File: config.mk
export PLATFORM = sky130hd
export DESIGN_NAME = generational_slot_pool
export DESIGN_NICKNAME = d
export VERILOG_FILES = /design/src/rtl/gsp_pkg.sv /design/src/rtl/gsp_ctrl.sv /design/src/rtl/gsp_dpath.sv /design/src/rtl/generational_slot_pool.sv
export SDC_FILE = /design/constraint.sdc
export NUM_CORES = 2
export LEC_CHECK = 0
export ABC_CLOCK_PERIOD_IN_PS = 14400
export CAP_MARGIN = 20
export CORE_ASPECT_RATIO = 2
export CORE_MARGIN = 10
export CORE_UTILIZATION = 49
export DETAILED_ROUTE_END_ITERATION = 16
export DONT_BUFFER_PORTS = 1
export GPL_TIMING_DRIVEN = 0
export PLACE_DENSITY_LB_ADDON = 0.08
export SLEW_MARGIN = 30
export SYNTH_ARGS = -nofsm -noshare
export SYNTH_HDL_FRONTEND = slang
export SYNTH_SLANG_ARGS = --single-unit
export TNS_END_PERCENT = 50
File: constraint.sdc
create_clock -name clk -period 14.4 [get_ports clk]
set_clock_uncertainty 0.1 [all_clocks]
set_input_delay 2.88 -clock clk [delete_from_list [all_inputs] [get_ports clk]]
set_output_delay 2.88 -clock clk [all_outputs]
set_load 0.01 [all_outputs]
File: src/rtl/gsp_pkg.sv
package gsp_pkg;

  localparam int POOL_SLOTS_DEF = 128;
  localparam int GEN_BITS_DEF   = 16;
  localparam int CAP_MAX        = 128;

  localparam int CMD_W  = 2;
  localparam int SIN_W  = 8;
  localparam int GIN_W  = 16;
  localparam int STAT_W = 2;
  localparam int SOUT_W = 7;
  localparam int GOUT_W = 16;
  localparam int CNT_W  = 8;

  localparam logic [CMD_W-1:0] CMD_ALLOC   = 2'd0;
  localparam logic [CMD_W-1:0] CMD_RELEASE = 2'd1;
  localparam logic [CMD_W-1:0] CMD_LOOKUP  = 2'd2;

  localparam logic [STAT_W-1:0] STAT_OK    = 2'd0;
  localparam logic [STAT_W-1:0] STAT_FULL  = 2'd1;
  localparam logic [STAT_W-1:0] STAT_STALE = 2'd2;

  typedef enum logic {
    ST_IDLE,
    ST_EXEC
  } state_t;

  typedef struct packed {
    logic load;
    logic exec;
  } ctrl_cmd_t;

endpackage

File: src/rtl/gsp_ctrl.sv
module gsp_ctrl (
  input  logic               clk,
  input  logic               rst_n,
  input  logic               start,
  output logic               busy,
  output gsp_pkg::ctrl_cmd_t cmd
);

  gsp_pkg::state_t state_r;
  gsp_pkg::state_t state_nxt;

  always_ff @(posedge clk) begin
    if (!rst_n) begin
      state_r <= gsp_pkg::ST_IDLE;
    end else begin
      state_r <= state_nxt;
    end
  end

  always_comb begin
    state_nxt = state_r;
    unique case (state_r)
      gsp_pkg::ST_IDLE: begin
        if (start) begin
          state_nxt = gsp_pkg::ST_EXEC;
        end
      end
      gsp_pkg::ST_EXEC: begin
        state_nxt = gsp_pkg::ST_IDLE;
      end
      default: begin
        state_nxt = gsp_pkg::ST_IDLE;
      end
    endcase
  end

  always_comb begin
    cmd  = '0;
    busy = 1'b0;
    unique case (state_r)
      gsp_pkg::ST_IDLE: begin
        cmd.load = start;
      end
      gsp_pkg::ST_EXEC: begin
        cmd.exec = 1'b1;
        busy     = 1'b1;
      end
      default: begin
        busy = 1'b0;
      end
    endcase
  end

  a_load_to_exec: assert property (@(posedge clk) disable iff (!rst_n)
    cmd.load |=> cmd.exec)
    else $error("accepted item not executed next cycle");

  a_exec_once: assert property (@(posedge clk) disable iff (!rst_n)
    cmd.exec |=> !cmd.exec)
    else $error("execute held for more than one cycle");

  a_busy_no_load: assert property (@(posedge clk) disable iff (!rst_n)
    busy |-> !cmd.load)
    else $error("item loaded while busy");

endmodule

File: src/rtl/gsp_dpath.sv
module gsp_dpath #(
  parameter int POOL_SLOTS = gsp_pkg::POOL_SLOTS_DEF,
  parameter int GEN_BITS   = gsp_pkg::GEN_BITS_DEF
) (
  input  logic                        clk,
  input  logic                        rst_n,
  input  gsp_pkg::ctrl_cmd_t          cmd,
  input  logic [gsp_pkg::CMD_W-1:0]   in_command,
  input  logic [gsp_pkg::SIN_W-1:0]   in_slot_index,
  input  logic [gsp_pkg::GIN_W-1:0]   in_generation,
  input  logic                        cfg_we,
  input  logic [gsp_pkg::CNT_W-1:0]   cfg_data,
  output logic                        out_valid,
  output logic [gsp_pkg::STAT_W-1:0]  out_status,
  output logic [gsp_pkg::SOUT_W-1:0]  out_handle_slot,
  output logic [gsp_pkg::GOUT_W-1:0]  out_handle_generation,
  output logic [gsp_pkg::CNT_W-1:0]   out_live_count
);

  localparam int CAP   = (POOL_SLOTS < gsp_pkg::CAP_MAX) ? POOL_SLOTS : gsp_pkg::CAP_MAX;
  localparam int IDX_W = $clog2(CAP);

  // generation store
  logic [GEN_BITS-1:0] gen_mem [CAP];

  logic [gsp_pkg::CNT_W-1:0]  cap_r;
  logic [CAP-1:0]             occ_r;
  logic [CAP-1:0]             gvld_r;
  logic [gsp_pkg::CNT_W-1:0]  live_r;

  logic [gsp_pkg::CMD_W-1:0]  cmd_r;
  logic [gsp_pkg::SIN_W-1:0]  slot_r;
  logic [gsp_pkg::GIN_W-1:0]  ingen_r;
  logic [IDX_W-1:0]           tgt_r;
  logic                       hit_r;
  logic                       vld_r;
  logic [GEN_BITS-1:0]        rd_gen_r;

  logic                       out_valid_r;
  logic [gsp_pkg::STAT_W-1:0] out_status_r;
  logic [gsp_pkg::SOUT_W-1:0] out_slot_r;
  logic [gsp_pkg::GOUT_W-1:0] out_gen_r;

  logic [CAP-1:0]             avail;
  logic [IDX_W-1:0]           ffz;
  logic                       any_free;
  logic [IDX_W-1:0]           rd_addr;
  logic                       in_range;
  logic                       cfg_ok;

  logic [GEN_BITS-1:0]        stored;
  logic [GEN_BITS-1:0]        bump;
  logic                       live_ok;
  logic                       set_occ;
  logic                       clr_occ;
  logic [gsp_pkg::CNT_W-1:0]  live_nxt;
  logic [gsp_pkg::STAT_W-1:0] status_nxt;
  logic [gsp_pkg::SOUT_W-1:0] slot_nxt;
  logic [gsp_pkg::GOUT_W-1:0] gen_nxt;

  // lowest free slot below capacity
  always_comb begin
    for (int i = 0; i < CAP; i++) begin
      avail[i] = !occ_r[i] && (gsp_pkg::CNT_W'(i) < cap_r);
    end
    ffz = '0;
    for (int i = CAP - 1; i >= 0; i--) begin
      if (avail[i]) begin
        ffz = IDX_W'(i);
      end
    end
    any_free = |avail;
  end

  assign in_range = in_slot_index < cap_r;
  assign rd_addr  = (in_command == gsp_pkg::CMD_ALLOC) ? ffz : in_slot_index[IDX_W-1:0];
  assign cfg_ok   = cfg_we && (cfg_data != '0) && (cfg_data <= gsp_pkg::CNT_W'(CAP));

  always_ff @(posedge clk) begin
    if (cmd.load) begin
      cmd_r    <= in_command;
      slot_r   <= in_slot_index;
      ingen_r  <= in_generation;
      tgt_r    <= rd_addr;
      hit_r    <= (in_command == gsp_pkg::CMD_ALLOC) ? any_free : in_range;
      vld_r    <= gvld_r[rd_addr];
      rd_gen_r <= gen_mem[rd_addr];
    end
    if (set_occ) begin
      gen_mem[tgt_r] <= bump;
    end
  end

  always_comb begin
    stored = vld_r ? rd_gen_r : '0;
    bump   = stored + GEN_BITS'(1);
    if (bump == '0) begin
      bump = GEN_BITS'(1);
    end
    live_ok    = hit_r && occ_r[tgt_r] && (stored == GEN_BITS'(ingen_r));
    set_occ    = 1'b0;
    clr_occ    = 1'b0;
    live_nxt   = live_r;
    status_nxt = gsp_pkg::STAT_STALE;
    slot_nxt   = slot_r[gsp_pkg::SOUT_W-1:0];
    gen_nxt    = ingen_r;
    unique case (cmd_r)
      gsp_pkg::CMD_ALLOC: begin
        if (hit_r) begin
          set_occ    = cmd.exec;
          live_nxt   = live_r + gsp_pkg::CNT_W'(1);
          status_nxt = gsp_pkg::STAT_OK;
          slot_nxt   = gsp_pkg::SOUT_W'(tgt_r);
          gen_nxt    = gsp_pkg::GOUT_W'(bump);
        end else begin
          status_nxt = gsp_pkg::STAT_FULL;
          slot_nxt   = '0;
          gen_nxt    = '0;
        end
      end
      gsp_pkg::CMD_RELEASE: begin
        if (live_ok) begin
          clr_occ    = cmd.exec;
          status_nxt = gsp_pkg::STAT_OK;
          if (live_r != '0) begin
            live_nxt = live_r - gsp_pkg::CNT_W'(1);
          end
        end
      end
      gsp_pkg::CMD_LOOKUP: begin
        if (live_ok) begin
          status_nxt = gsp_pkg::STAT_OK;
        end
      end
      default: begin
        slot_nxt = '0;
        gen_nxt  = '0;
      end
    endcase
  end

  always_ff @(posedge clk) begin
    if (!rst_n) begin
      cap_r       <= gsp_pkg::CNT_W'(CAP);
      occ_r       <= '0;
      gvld_r      <= '0;
      live_r      <= '0;
      out_valid_r <= 1'b0;
    end else begin
      out_valid_r <= cmd.exec;
      priority if (cfg_ok) begin
        cap_r  <= cfg_data;
        occ_r  <= '0;
        gvld_r <= '0;
        live_r <= '0;
      end else if (cmd.exec) begin
        live_r <= live_nxt;
        if (set_occ) begin
          occ_r[tgt_r]  <= 1'b1;
          gvld_r[tgt_r] <= 1'b1;
        end
        if (clr_occ) begin
          occ_r[tgt_r] <= 1'b0;
        end
      end
    end
  end

  always_ff @(posedge clk) begin
    if (cmd.exec) begin
      out_status_r <= status_nxt;
      out_slot_r   <= slot_nxt;
      out_gen_r    <= gen_nxt;
    end
  end

  assign out_valid             = out_valid_r;
  assign out_status            = out_status_r;
  assign out_handle_slot       = out_slot_r;
  assign out_handle_generation = out_gen_r;
  assign out_live_count        = live_r;

  a_live_matches_map: assert property (@(posedge clk) disable iff (!rst_n)
    live_r == gsp_pkg::CNT_W'($countones(occ_r)))
    else $error("live count out of step with occupancy");

  a_cap_legal: assert property (@(posedge clk) disable iff (!rst_n)
    (cap_r != '0) && (cap_r <= gsp_pkg::CNT_W'(CAP)))
    else $error("capacity register out of range");

  a_occ_has_gen: assert property (@(posedge clk) disable iff (!rst_n)
    (occ_r & ~gvld_r) == '0)
    else $error("occupied slot without a written generation");

endmodule

File: src/rtl/generational_slot_pool.sv
// Generational slot pool: allocate, release and look up handles made of a slot
// index and a generation. A command is taken when start is high and busy is low;
// each command is loaded with the generation memory read, then checked and
// written back in the execute step, while busy is high, so a new
// command may follow right after. The result shows on the out_ ports for exactly
// one cycle, marked by out_valid, in the cycle right after the busy cycle; there
// is no way to stall it, so the receiver must take it then. out_live_count shows
// the occupancy continuously and matches the result when out_valid is high.
// A cfg_we write of a capacity from 1 to the pool size (at most 128) takes effect
// at once and clears all slots and generations; other values are ignored. Write
// it only while no command is in flight.
module generational_slot_pool #(
  parameter int POOL_SLOTS = gsp_pkg::POOL_SLOTS_DEF,
  parameter int GEN_BITS   = gsp_pkg::GEN_BITS_DEF
) (
  input  logic                        clk,
  input  logic                        rst_n,
  input  logic                        start,
  output logic                        busy,
  input  logic [gsp_pkg::CMD_W-1:0]   in_command,
  input  logic [gsp_pkg::SIN_W-1:0]   in_slot_index,
  input  logic [gsp_pkg::GIN_W-1:0]   in_generation,
  input  logic                        cfg_we,
  input  logic [gsp_pkg::CNT_W-1:0]   cfg_data,
  output logic                        out_valid,
  output logic [gsp_pkg::STAT_W-1:0]  out_status,
  output logic [gsp_pkg::SOUT_W-1:0]  out_handle_slot,
  output logic [gsp_pkg::GOUT_W-1:0]  out_handle_generation,
  output logic [gsp_pkg::CNT_W-1:0]   out_live_count
);

  gsp_pkg::ctrl_cmd_t ctl;

  gsp_ctrl u_ctrl (
    .clk   (clk),
    .rst_n (rst_n),
    .start (start),
    .busy  (busy),
    .cmd   (ctl)
  );

  gsp_dpath #(
    .POOL_SLOTS (POOL_SLOTS),
    .GEN_BITS   (GEN_BITS)
  ) u_dpath (
    .clk                   (clk),
    .rst_n                 (rst_n),
    .cmd                   (ctl),
    .in_command            (in_command),
    .in_slot_index         (in_slot_index),
    .in_generation         (in_generation),
    .cfg_we                (cfg_we),
    .cfg_data              (cfg_data),
    .out_valid             (out_valid),
    .out_status            (out_status),
    .out_handle_slot       (out_handle_slot),
    .out_handle_generation (out_handle_generation),
    .out_live_count        (out_live_count)
  );

endmodule

==> impl_metrics.tcl, run 1 <==
set metrics [dict create \
    syn_area_per_cell_um2 12.81 \
    haltStage "global routing (5_1_grt)" \
    synth-simple-area-share 0.1284 \
    numCtsBuffers 210 \
    ys_seq_elements 2397 \
    synth_compound_area_frac 0.09915 \
    synthMuxAreaShare 0.04429 \
    grt_max_degree 73 \
    die_w_um 338.3 \
    cts_setup_buffers 0 \
    hold_buffers 0 \
    yosys.area_share.xor_xnor 0.002118 \
    syn_area_um2 99260 \
    io_buffers 0 \
    synth_top_family_by_area "simple AND/OR/NAND/NOR gates" \
    syn-num-nets 7805 \
    synth-edff-count 2123 \
    ctsResizeCount 0 \
    place_ws_ps 3648 \
    h-tree-depth 4 \
    synth_warnings 0 \
    num_rows 233 \
    overflow 116 \
    synthAdderAreaFrac 0.002344 \
    clockBufferDepth 4 \
    start_util 0.4928 \
    clock-sinks 2397 \
    place_congestion 1.095 \
    hpwl_mm 434.7 \
    ctsRootBufferMaster "clkbuf_16" \
    ys_types 114 \
    die_h_um 656.5 \
    synthArstFlopShare 0 \
    status "aborted with a tool error" \
    grt_pass1_wl_mm 824.1 \
    yosysSeqAreaShare 0.6975 \
    ios 73 \
    syn_inst 7749 \
    synth-main-ff-cell "edfxtp_1" \
    grt.total_usage 0.5550 \
    error "[ERROR GRT-0116] Global routing finished with congestion. Check the congestion regions in the DRC Viewer." \
    grt_pass1_vias 81930 \
]
[Yosys cell counts, types with 34 or more instances]
cell type / count / area (µm²)
dfxtp_1: 274 / 5485
nor4_1: 42 / 262.8
nand3_1: 467 / 2337
a211oi_1: 34 / 255.2
a32oi_1: 89 / 779.5
a21oi_1: 496 / 2482
a31oi_1: 65 / 406.6
nor3_1: 62 / 310.3
and3_1: 61 / 381.6
o22ai_1: 137 / 857.1
buf_2: 214 / 1071
nand2_1: 1405 / 5274
o21ai_0: 264 / 1321
mux4_2: 48 / 1081
inv_1: 34 / 127.6
edfxtp_1: 2123 / 63750
a22oi_1: 103 / 773.2
mux2i_1: 320 / 3203
clkbuf_1: 157 / 589.3
buf_4: 55 / 412.9
nor2_1: 580 / 2177
nand4_1: 94 / 588.1
[through the flow]
stage,std cells,instance area (µm²),TNS (ps)
after detailed placement,10773,110900,0
after global placement,10451,102600,-1843240
after CTS,11150,117500,0
after floorplan,7749,99260,0
[logic make-up after synthesis]
kind of cell | count (synthesis)
compound gates | 1524
xor+xnor | 24
fa+ha+maj | 18
buf+inv | 515
flops | 2397
mux | 378
simple gates | 2893
[per-layer routing]
layer | GRT usage | GRT overflow
met1 | 0.5256 | 0
met2 | 0.8056 | 49
met3 | 0.3012 | 4
met4 | 0.5996 | 62
met5 | 0.07321 | 1
==> run 2: changes to the inputs <==
ABC_CLOCK_PERIOD_IN_PS = 18720   (was 14400)
CORE_ASPECT_RATIO = not set   (was 2)
CORE_UTILIZATION = 34   (was 49)
PLACE_DENSITY_LB_ADDON = 0.15   (was 0.08)
clock period = 18.72 ns   (was 14.4 ns; I/O delays follow)
==> run 2 against run 1 <==
Net effect:
- synthesized cell count unchanged
- synthesized area is the same
- the run now ends clean
==> impl_metrics.tcl, run 2 <==
set metrics [dict create \
    startpoint_type "input pin" \
    insertion_delay_ps 880 \
    p_leak_nw 40.26 \
    num_rows 198 \
    p_per_area_nw_per_um2 105.2 \
    synthArstFlopShare 0 \
    critPathArrivalTime_ps 10800 \
    vias 77806 \
    core_area_um2 290800 \
    synth-main-ff-cell "edfxtp_1" \
    criticalPathCategory "input pin to register" \
    grt_setup_unrepaired "false" \
    setup_viol 0 \
    top_register "u_dpath.gen_mem" \
    synth_warnings 0 \
    clock-sinks 2397 \
    critPathRequiredTime_ps 18920 \
    syn_inst 7749 \
    crit_fanout 12 \
    ys_types 114 \
    crit_chain "or2_2 -> clkbuf_1 -> nand2_1 -> o211ai_1 -> a2111oi_0 -> o211ai_1 -> a211oi_1 -> or2_1 -> buf_4 -> inv_2 -> buf_6 -> nor2_2 -> buf_2 -> buf_2 -> nand3_1 -> nand4_1 -> nor4_1 -> nor4_1 -> nand4_1" \
    numCtsBuffers 270 \
    drt_iter0_markers 14154 \
    wire_per_inst_um 42.04 \
    yosysSeqAreaShare 0.6975 \
    ant_nets 0 \
    yosysTopAreaCellShare 0.6422 \
    fin_nets 8358 \
    grt_max_degree 67 \
    ios 73 \
    fmax_mhz 94.31 \
    setup_tns_ps 0 \
    die_area_um2 314000 \
    final_core_util 0.4133 \
    grt-busiest-layer "met2" \
    ctsResizeCount 0 \
    ys_seq_elements 2397 \
    stdcell_count 12446 \
    yosysTopAreaCell "edfxtp_1" \
    wirelength_mm 523.2 \
    met2_usage 0.4637 \
    synth-edff-count 2123 \
    final_max_slew_viol_count 0 \
    slowest_stage "nand4_1" \
    h-tree-depth 5 \
    die_h_um 560.3 \
    status "completed" \
    worst_pin_slew_ps 1168 \
    fin_crit_sh 0.5664 \
    io_buffers 0 \
    drv_cap 0 \
    start_util 0.3413 \
    grt.total_usage 0.3186 \
    overflow 0 \
    viasPerCell 6.251 \
    syn_area_per_cell_um2 12.81 \
    grt_pass1_wl_mm 678.0 \
    antenna_found_initial 67 \
    synth.area.top_cells "edfxtp_1 64%, dfxtp_1 5.5%, nand2_1 5.3%, mux2i_1 3.2%, a21oi_1 2.5%" \
    syn-num-nets 7805 \
    dr.pass1.iters 10 \
    vdd_drop_max_v 0.00007707 \
    drive_gt1_frac 0.1558 \
    hold_buffers 0 \
    clk_pin_slew_ps 60 \
    cp_slowest_stage_delay_ps 1000 \
    reg.largest.list "u_dpath.gen_mem x2048, u_dpath.gvld_r x128" \
    layout_commonest_cell "edfxtp_1" \
    period_needed_ps 10600 \
    place_ws_ps 7702 \
    drc 0 \
    die_w_um 560.3 \
    hpwl_mm 379.2 \
    setup_ws_ps 8117 \
    largest_reg_flops 2048 \
    tritoncts "yes" \
    ctsRootBufferMaster "clkbuf_16" \
    hold_path_class "register to register" \
    syn_area_um2 99260 \
    syn2layout_area_growth_pct 21.10 \
    synth_common_cells "2123 x edfxtp_1, 1405 x nand2_1, 580 x nor2_1, 496 x a21oi_1, 467 x nand3_1" \
    holdWs_ps 369.4 \
    clockBufferDepth 4 \
    grt_util_met1 0.3926 \
    grt_pass1_vias 71131 \
    placed_cells 11929 \
    place_congestion 0.9772 \
    yosysMostFrequentCell "edfxtp_1" \
    finalHoldViolCount 0 \
    global_route.usage.met3 0.1024 \
    slew-limit-headroom 0.2182 \
    cts_setup_buffers 0 \
    final_cell_mix "2123 x edfxtp_1, 1403 x nand2_1, 496 x a21oi_1, 466 x nand3_1, 445 x nor2_1" \
    worstSetupEndpointType "register" \
]
run 2: cell counts after synthesis:
No cell type changed its count.
run 2: layer usage:
metal,vias up,wire length (µm)
met5,-,220
met4,32,50030
met3,1623,66340
met2,6225,219800
met1,39500,186800
li1,30426,-
run 2: kinds of logic (layout without fill, tap and decap cells):
logic type | Yosys count | in the layout | synth area share
buffers and inverters | 515 | 1269 | 0.02619
AO/OA/AOI/OAI | 1524 | 1524 | 0.09915
other | 0 | 43 | 0
flip-flops | 2397 | 2397 | 0.6975
adder cells (fa/ha/maj) | 18 | 18 | 0.002344
AND/OR/NAND/NOR | 2893 | 2893 | 0.1284
multiplexers | 378 | 378 | 0.04429
XOR/XNOR | 24 | 24 | 0.002118
run 2: area by class of cell:
type	instances	area, µm²
buffer	474	2519
timing repair buffer	281	6143
sequential	2397	69240
clock inverter	130	1160
antenna	43	107.6
inverter	41	158.9
multi-input combinational	4837	28670
tap	3900	4880
fill	27012	170600
clock buffer	343	7340
run 2: critical path: cells and delay by family:
kind                   cells  cell delay, ps
and+or+nand+nor            9            3500
buffers and inverters      6            2230
AOI/OAI and AO/OA          4            1270
run 2: final timing paths:
check	start	end	slack, ps	depth (start not counted)
worst min register to register	u_dpath.gvld_r[98]	u_dpath.gvld_r[98]	370	2
worst max-delay path	in_command[1]	u_dpath.rd_gen_r[12]	8120	19
worst min-delay path	u_dpath.gvld_r[98]	u_dpath.gvld_r[98]	370	2
worst max register to register	u_dpath.cap_r[0]	u_dpath.rd_gen_r[12]	8960	18
run 2: power breakdown:
group | switching (mW) | leakage, nW | internal [mW]
Clock | 2.27 | 4.18 | 3.00
Combinational | 1.11 | 14.4 | 0.305
Sequential | 0.0194 | 21.7 | 5.94
Total | 3.40 | 40.3 | 9.25
run 2: per-stage QoR:
step	power, mW	cell area, µm²
CTS	12.57	120100
floorplan	6.658	99260
global placement	7.388	104100
finish	12.65	120200
detailed placement	7.408	111600
global route	12.85	120100
Note: power is estimated with default switching activity, not from simulation.
